### src/design/scle_pkg.sv
`timescale 1ns / 1ps

package scle_pkg;

  localparam int unsigned ByteW               = 8;
  localparam int unsigned CountW              = 6;
  localparam int unsigned DefaultLineCapacity = 64;

  // Item kinds on the input channel.
  typedef enum logic [1:0] {
    KindByte  = 2'd0,
    KindClear = 2'd1,
    KindRead  = 2'd2,
    KindNone  = 2'd3
  } kind_e;

  // Console control characters and echo bytes.
  localparam logic [ByteW-1:0] ChNul     = 8'h00;
  localparam logic [ByteW-1:0] ChEtx     = 8'h03;
  localparam logic [ByteW-1:0] ChBel     = 8'h07;
  localparam logic [ByteW-1:0] ChBs      = 8'h08;
  localparam logic [ByteW-1:0] ChLf      = 8'h0A;
  localparam logic [ByteW-1:0] ChCr      = 8'h0D;
  localparam logic [ByteW-1:0] ChNak     = 8'h15;
  localparam logic [ByteW-1:0] ChSpace   = 8'h20;
  localparam logic [ByteW-1:0] ChDel     = 8'h7F;
  localparam logic [ByteW-1:0] ChPrintLo = 8'd32;
  localparam logic [ByteW-1:0] ChPrintHi = 8'd126;

  // Number of echo bytes in a result.
  localparam logic [1:0] EchoNone  = 2'd0;
  localparam logic [1:0] EchoOne   = 2'd1;
  localparam logic [1:0] EchoTwo   = 2'd2;
  localparam logic [1:0] EchoThree = 2'd3;

endpackage

### src/design/scle_ram.sv
`timescale 1ns / 1ps

module scle_ram #(
  parameter int unsigned Width = 8,
  parameter int unsigned Depth = 64
) (
  input  logic                     clk_i,
  input  logic                     we_i,
  input  logic [$clog2(Depth)-1:0] waddr_i,
  input  logic [Width-1:0]         wdata_i,
  input  logic                     re_i,
  input  logic [$clog2(Depth)-1:0] raddr_i,
  output logic [Width-1:0]         rdata_o
);

  logic [Width-1:0] mem_q [Depth];
  logic [Width-1:0] rdata_q;

  always_ff @(posedge clk_i) begin
    if (we_i) begin
      mem_q[waddr_i] <= wdata_i;
    end
    if (re_i) begin
      rdata_q <= mem_q[raddr_i];
    end
  end

  assign rdata_o = rdata_q;

endmodule

### src/design/serial_console_line_editor.sv
`timescale 1ns / 1ps
// Most items give their result in the output register the cycle after acceptance; a read
// and a Ctrl-U on a nonempty line pass first through the read or erase state, the read
// for the registered read port of the line store. Ctrl-U then gives one result per stored
// character, one per cycle while the sink takes them. One item is taken per cycle while
// the sink takes results; a read or erase holds the input off until its last result.
// Reset clears the fill count, the flag, the output register and the entry valid bits.

module serial_console_line_editor #(
  parameter int unsigned LINE_CAPACITY = scle_pkg::DefaultLineCapacity
) (
  input  logic                         clk_i,
  input  logic                         rst_ni,

  input  logic                         in_valid_i,
  output logic                         in_ready_o,
  input  scle_pkg::kind_e              kind_i,
  input  logic [scle_pkg::ByteW-1:0]   rx_byte_i,
  input  logic [scle_pkg::CountW-1:0]  read_index_i,

  output logic                         out_valid_o,
  input  logic                         out_ready_i,
  output logic [1:0]                   echo_count_o,
  output logic [scle_pkg::ByteW-1:0]   echo_first_o,
  output logic [scle_pkg::ByteW-1:0]   echo_second_o,
  output logic [scle_pkg::ByteW-1:0]   echo_third_o,
  output logic                         line_ready_o,
  output logic [scle_pkg::CountW-1:0]  line_length_o,
  output logic [scle_pkg::ByteW-1:0]   read_byte_o,
  output logic                         last_of_run_o
);

  import scle_pkg::*;

  // The line store holds LINE_CAPACITY bytes; entries past it read as zero.
  localparam int unsigned AddrW = $clog2(LINE_CAPACITY);
  localparam logic [CountW:0] FillLimit = (CountW + 1)'(LINE_CAPACITY - 1);
  localparam logic [CountW:0] StoreEnd  = (CountW + 1)'(LINE_CAPACITY);

  typedef enum logic [1:0] {
    StIdle,
    StRead,
    StErase
  } state_e;

  state_e                  state_q, state_d;
  logic [CountW-1:0]       fill_q, fill_d;
  logic                    flag_q, flag_d;
  logic [LINE_CAPACITY-1:0] vld_q, vld_d;
  logic                    hit_q, hit_d;

  // Output register.
  logic                    out_valid_q, out_valid_d;
  logic [1:0]              echo_count_q, echo_count_d;
  logic [ByteW-1:0]        echo_first_q, echo_first_d;
  logic [ByteW-1:0]        echo_second_q, echo_second_d;
  logic [ByteW-1:0]        echo_third_q, echo_third_d;
  logic                    line_ready_q, line_ready_d;
  logic [CountW-1:0]       line_length_q, line_length_d;
  logic [ByteW-1:0]        read_byte_q, read_byte_d;
  logic                    last_q, last_d;

  // Line store port signals.
  logic                    ram_we;
  logic [AddrW-1:0]        ram_waddr;
  logic [ByteW-1:0]        ram_wdata;
  logic                    ram_re;
  logic [AddrW-1:0]        ram_raddr;
  logic [ByteW-1:0]        ram_rdata;

  // Result assembled in this cycle.
  logic                    ld;
  logic [1:0]              ld_cnt;
  logic [ByteW-1:0]        ld_a, ld_b, ld_c, ld_rd;
  logic                    ld_last;

  logic                    out_free;
  logic                    accept;
  logic                    rd_in_range;
  logic                    printable;

  scle_ram #(
    .Width (ByteW),
    .Depth (LINE_CAPACITY)
  ) u_store (
    .clk_i   (clk_i),
    .we_i    (ram_we),
    .waddr_i (ram_waddr),
    .wdata_i (ram_wdata),
    .re_i    (ram_re),
    .raddr_i (ram_raddr),
    .rdata_o (ram_rdata)
  );

  // The output register frees itself when the sink takes the word, so a new item can
  // be accepted in the same cycle that the previous result leaves.
  assign out_free   = !out_valid_q || out_ready_i;
  assign in_ready_o = (state_q == StIdle) && out_free;
  assign accept     = in_valid_i && in_ready_o;

  assign rd_in_range = {1'b0, read_index_i} < StoreEnd;
  assign printable   = (rx_byte_i >= ChPrintLo) && (rx_byte_i <= ChPrintHi);
  assign ram_raddr   = read_index_i[AddrW-1:0];

  always_comb begin
    state_d       = state_q;
    fill_d        = fill_q;
    flag_d        = flag_q;
    vld_d         = vld_q;
    hit_d         = hit_q;
    out_valid_d   = out_valid_q;
    echo_count_d  = echo_count_q;
    echo_first_d  = echo_first_q;
    echo_second_d = echo_second_q;
    echo_third_d  = echo_third_q;
    line_ready_d  = line_ready_q;
    line_length_d = line_length_q;
    read_byte_d   = read_byte_q;
    last_d        = last_q;

    ram_we    = 1'b0;
    ram_waddr = fill_q[AddrW-1:0];
    ram_wdata = ChNul;
    ram_re    = 1'b0;

    ld      = 1'b0;
    ld_cnt  = EchoNone;
    ld_a    = ChNul;
    ld_b    = ChNul;
    ld_c    = ChNul;
    ld_rd   = ChNul;
    ld_last = 1'b1;

    if (out_valid_q && out_ready_i) begin
      out_valid_d = 1'b0;
    end

    unique case (state_q)
      StIdle: begin
        if (accept) begin
          unique case (kind_i)
            KindClear: begin
              flag_d = 1'b0;
              fill_d = '0;
              ld     = 1'b1;
            end
            KindRead: begin
              // Entries never written since reset read as zero.
              ram_re  = rd_in_range;
              hit_d   = rd_in_range && vld_q[ram_raddr];
              state_d = StRead;
            end
            KindNone: begin
              ld = 1'b1;
            end
            KindByte: begin
              unique case (rx_byte_i)
                ChCr, ChLf: begin
                  // Terminate the text with a NUL; the count stays.
                  ram_we = 1'b1;
                  flag_d = 1'b1;
                  ld     = 1'b1;
                  ld_cnt = EchoTwo;
                  ld_a   = ChCr;
                  ld_b   = ChLf;
                end
                ChEtx: begin
                  ram_we    = 1'b1;
                  ram_waddr = '0;
                  fill_d    = '0;
                  ld        = 1'b1;
                end
                ChNak: begin
                  if (fill_q == '0) begin
                    ld = 1'b1;
                  end else begin
                    state_d = StErase;
                  end
                end
                ChBs, ChDel: begin
                  if (fill_q != '0) begin
                    fill_d = fill_q - CountW'(1);
                  end
                  ld     = 1'b1;
                  ld_cnt = EchoThree;
                  ld_a   = ChBs;
                  ld_b   = ChSpace;
                  ld_c   = ChBs;
                end
                default: begin
                  ld = 1'b1;
                  if (printable) begin
                    ld_cnt = EchoOne;
                    if ({1'b0, fill_q} < FillLimit) begin
                      ram_we    = 1'b1;
                      ram_wdata = rx_byte_i;
                      fill_d    = fill_q + CountW'(1);
                      ld_a      = rx_byte_i;
                    end else begin
                      ld_a = ChBel;
                    end
                  end
                end
              endcase
            end
          endcase
        end
      end
      StRead: begin
        // The output register was free at acceptance and nothing has loaded it since.
        ld      = 1'b1;
        ld_rd   = hit_q ? ram_rdata : ChNul;
        state_d = StIdle;
      end
      StErase: begin
        // One erase result per stored character, the last one at an empty line.
        if (out_free) begin
          fill_d  = fill_q - CountW'(1);
          ld      = 1'b1;
          ld_cnt  = EchoThree;
          ld_a    = ChBs;
          ld_b    = ChSpace;
          ld_c    = ChBs;
          ld_last = (fill_d == '0);
          if (fill_d == '0) begin
            state_d = StIdle;
          end
        end
      end
      default: begin
        state_d = StIdle;
      end
    endcase

    if (ram_we) begin
      vld_d[ram_waddr] = 1'b1;
    end

    // Each result shows the flag and the count after its own step.
    if (ld) begin
      out_valid_d   = 1'b1;
      echo_count_d  = ld_cnt;
      echo_first_d  = ld_a;
      echo_second_d = ld_b;
      echo_third_d  = ld_c;
      line_ready_d  = flag_d;
      line_length_d = fill_d;
      read_byte_d   = ld_rd;
      last_d        = ld_last;
    end
  end

  always_ff @(posedge clk_i or negedge rst_ni) begin
    if (!rst_ni) begin
      state_q       <= StIdle;
      fill_q        <= '0;
      flag_q        <= 1'b0;
      vld_q         <= '0;
      hit_q         <= 1'b0;
      out_valid_q   <= 1'b0;
      echo_count_q  <= EchoNone;
      echo_first_q  <= ChNul;
      echo_second_q <= ChNul;
      echo_third_q  <= ChNul;
      line_ready_q  <= 1'b0;
      line_length_q <= '0;
      read_byte_q   <= ChNul;
      last_q        <= 1'b0;
    end else begin
      state_q       <= state_d;
      fill_q        <= fill_d;
      flag_q        <= flag_d;
      vld_q         <= vld_d;
      hit_q         <= hit_d;
      out_valid_q   <= out_valid_d;
      echo_count_q  <= echo_count_d;
      echo_first_q  <= echo_first_d;
      echo_second_q <= echo_second_d;
      echo_third_q  <= echo_third_d;
      line_ready_q  <= line_ready_d;
      line_length_q <= line_length_d;
      read_byte_q   <= read_byte_d;
      last_q        <= last_d;
    end
  end

  assign out_valid_o   = out_valid_q;
  assign echo_count_o  = echo_count_q;
  assign echo_first_o  = echo_first_q;
  assign echo_second_o = echo_second_q;
  assign echo_third_o  = echo_third_q;
  assign line_ready_o  = line_ready_q;
  assign line_length_o = line_length_q;
  assign read_byte_o   = read_byte_q;
  assign last_of_run_o = last_q;

endmodule
### config.mk
export PLATFORM = sky130hd
export DESIGN_NAME = serial_console_line_editor
export DESIGN_NICKNAME = d
export VERILOG_FILES = /design/src/design/scle_pkg.sv /design/src/design/scle_ram.sv /design/src/design/serial_console_line_editor.sv
export SDC_FILE = /design/constraint.sdc
export NUM_CORES = 1
export LEC_CHECK = 0
export ABC_AREA = 1
export BUFFER_PORTS_ARGS = -buffer_cell sky130_fd_sc_hd__clkbuf_2
export CELL_PAD_IN_SITES_DETAIL_PLACEMENT = 0
export CELL_PAD_IN_SITES_GLOBAL_PLACEMENT = 1
export CORE_MARGIN = 1.5
export CORE_UTILIZATION = 37
export DETAILED_ROUTE_END_ITERATION = 8
export GPL_TIMING_DRIVEN = 0
export PLACE_DENSITY = 0.67
export SLEW_MARGIN = 20
export SYNTH_ARGS = -nofsm -noshare
export SYNTH_HDL_FRONTEND = slang
export SYNTH_SLANG_ARGS = --single-unit
export TNS_END_PERCENT = 1
### constraint.sdc
create_clock -name clk_i -period 5.47 [get_ports clk_i]
set_clock_uncertainty 0.05 [all_clocks]
set_input_delay 0.8205 -clock clk_i [delete_from_list [all_inputs] [get_ports clk_i]]
set_output_delay 0.8205 -clock clk_i [all_outputs]
set_load 0.03 [all_outputs]
==> impl_metrics.py <==
metrics = {
    "sta": {
        "post-route-period-util": 0.671,
        "hold_violations": 0,
        "setup_violations": 0,
        "maxSlewHeadroom": 0.212,
        "worstMarginPinSlew_ns": 1.18,
        "rsz0062_at_grt": "false",
        "final.setup.tns_ns": 0,
        "holdWs_ns": 0.0725,
        "setup_ws_ns": 1.80,
        "maxSlewViolCount": 0,
        "fin_crit_ns": 3.67,
        "fmax_ghz": 0.272,
    },
    "placed_design": {
        "place_area_mm2": 0.0281,
        "dp_hpwl_um": 67900,
        "dp_cells": 3284,
        "portBuffers": 48,
        "dp_slack_ns": 1.31,
        "globalplace.congestion": 0.984,
    },
    "cts": {
        "clock-root-buffer": "clkbuf_16",
        "clk_latency_ns": 0.62,
        "cts_tree": "built",
        "clockBufferDepth": 3,
        "cts.sinks": 623,
        "numCtsBuffers": 67,
        "ctsResizeCount": 0,
        "postCtsHoldBufs": 0,
        "path_clk_slew_ns": 0.06,
        "cts_setup_buffers": 0,
        "h-tree-depth": 3,
    },
    "yosys": {
        "synth_ff_type": "edfxtp_1",
        "yosys.area.top_type": "edfxtp_1",
        "ys_seq_area_frac": 0.707,
        "avgSynthCellArea_um2": 11.8,
        "synth_seq_cells": 623,
        "synth-edff-count": 520,
        "synth.distinct_cells": 42,
        "synth.top_cell.area_share": 0.607,
        "synth-async-reset-ratio": 0.165,
        "mappedNetlistArea_mm2": 0.0257,
        "synth_warnings": 0,
        "syn_inst": 2177,
        "synth.area.top_cells": "edfxtp_1 (61%), dfrtp_1 (10%), o21ai_0 (7.1%)",
    },
    "global_route": {
        "grt_pass1_wl_um": 133000,
        "grtUsageTotal": 0.266,
        "antenna_found_initial": 3,
        "grt_pass1_vias": 17900,
        "grt_overflow": 0,
        "grt_max_degree": 66,
    },
    "run_status": {
        "outcome": "finished, final reports clean",
    },
    "critical_path": {
        "worstPathArrival_ns": 4.08,
        "cp_max_fo": 10,
        "startpoint_type": "input pin",
        "critPathKind": "input pin to flip-flop",
        "cp-end-kind": "flip-flop",
        "worst_ep_required_time_ns": 5.88,
    },
    "job": {
        "cap_violations": 0,
    },
    "pwr": {
        "p_leak_nw": 11.5,
        "powerDensity_mw_per_mm2": 378,
        "ir_drop_uv": 316,
    },
    "finish": {
        "syn2layout_area_growth_pct": 17.7,
        "diodes": 0,
        "fin_area_mm2": 0.0303,
        "drive_above_1_share": 0.146,
        "instances_no_fill": 3405,
        "nets": 2445,
        "fill_cells": 6475,
    },
    "worst_hold_path": {
        "holdCritPathClass": "input pin to async pin",
    },
    "die": {
        "die-area_mm2": 0.0712,
        "core_region_area_mm2": 0.0687,
        "io_pins": 64,
        "die_w_um": 267,
        "rows": 96,
        "die_y_um": 267,
        "start_util": 0.375,
    },
    "drt": {
        "vias": 19000,
        "first_iter_violations": 2206,
        "firstDrtPassIters": 6,
        "wl_um": 93900,
        "post-route-drc-count": 0,
        "wire_per_inst_um": 27.6,
        "via_per_inst": 5.59,
        "ant_nets": 0,
    },
}
==> power by group <==
group	switching, mW	internal (mW)	total [mW]	leakage, nW
clock network	1.88	2.79	4.66	1.10
registers	0.0815	5.23	5.31	6.57
logic	1.10	0.371	1.47	3.81
==> per-stage QoR <==
step	power, mW	utilization
after global placement	6.83	0.399
after detailed placement	6.85	0.408
final	11.5	0.441
after global routing	11.8	0.441
after CTS	11.5	0.441
after floorplan	6.27	-
==> registers in the layout, indices dropped and copies added, names as in the netlist, 2 cells and up <==
signal / flops
line_length_o: 6
state_q: 2
u_store.mem_q: 512
echo_first_o: 8
fill_q: 6
read_byte_o: 8
vld_q: 64
echo_count_o: 2
u_store.rdata_o: 8
==> per-layer routing <==
| metal | vias up | track usage | wire (µm) |
|---|---|---|---|
| li1 | 8266 | - | - |
| met1 | 9659 | 0.367 | 39500 |
| met2 | 939 | 0.428 | 44000 |
| met3 | 153 | 0.0378 | 7210 |
| met4 | 4 | 0.0944 | 3150 |
| met5 | - | 0 | 23 |
==> final timing paths <==
kind	slack, ns	cells past startpoint	from	to
max	1.80	11	read_index_i[0]	u_store.rdata_o[2]
min	0.07	1	rst_ni	read_byte_o[2]
max reg2reg	1.86	10	state_q[0]	u_store.mem_q[46][5]
min reg2reg	0.41	1	vld_q[5]	vld_q[5]
max in group asynchronous	4.59	2	rst_ni	vld_q[60]
min in group clk_i	0.41	1	vld_q[5]	vld_q[5]
==> cells by family (layout without fill, tap and decap cells) <==
| kind of cell | after synthesis | after routing | synth area share |
|---|---|---|---|
| flip-flops | 623 | 623 | 0.707 |
| other | 1 | 76 | 0.000146 |
| buffers and inverters | 202 | 424 | 0.0329 |
| AO/OA/AOI/OAI | 588 | 588 | 0.129 |
| adder cells (fa/ha/maj) | 3 | 3 | 0.00146 |
| AND/OR/NAND/NOR | 754 | 754 | 0.128 |
| XOR/XNOR | 6 | 6 | 0.00204 |
==> worst max-delay path, cell delays in order <==
cell and delay [ns]:
clkbuf_2 0.10, buf_2 0.35, buf_2 0.30, buf_2 0.43
clkbuf_1 0.57, nor2_1 0.11, o22ai_1 0.30, nor2_1 0.18
o221ai_1 0.42, nand3_1 0.30, nand2_1 0.18
==> cell type report <==
type                            count  area, µm²  area share
Inverter                           56        213     0.00702
Clock buffer                      100       2010      0.0664
Multi-Input combinational cell   1427       7090       0.234
Sequential cell                   623      18200       0.600
Timing Repair Buffer              101        764      0.0252
Clock inverter                     21        235     0.00776
Tap cell                          931       1160      0.0384
Buffer                            146        634      0.0209
==> layout by cell type (no fill, tap or decap), types with 14 or more instances in the layout <==
cell,synthesis,routed
buf_6,0,14
o22ai_1,151,151
nor2_2,15,39
dfrtp_1,103,103
clkbuf_1,103,124
nand2_1,147,147
o211ai_1,25,25
clkbuf_2,0,47
inv_1,38,38
nand3_1,48,48
o221ai_1,16,16
conb_1,1,76
edfxtp_1,520,520
nor2_1,432,408
clkbuf_16,0,75
inv_2,14,14
buf_2,21,21
buf_4,16,48
or2_1,31,31
or2_2,40,40
o21ai_0,365,365
==> synthesized netlist by cell type, types with 6 or more instances <==
library cell / instances
o221ai_1: 16
nor3_1: 11
clkbuf_1: 103
edfxtp_1: 520
o21ai_0: 365
a21oi_1: 10
or2_2: 40
nand2_2: 10
a32o_1: 9
buf_4: 16
nand3_1: 48
buf_2: 21
inv_1: 38
nor2_1: 432
nand2_1: 147
inv_2: 14
nor2_2: 15
o22ai_1: 151
dfrtp_1: 103
or2_1: 31
buf_1: 6
o211ai_1: 25
(Power assumes the default switching activity.)
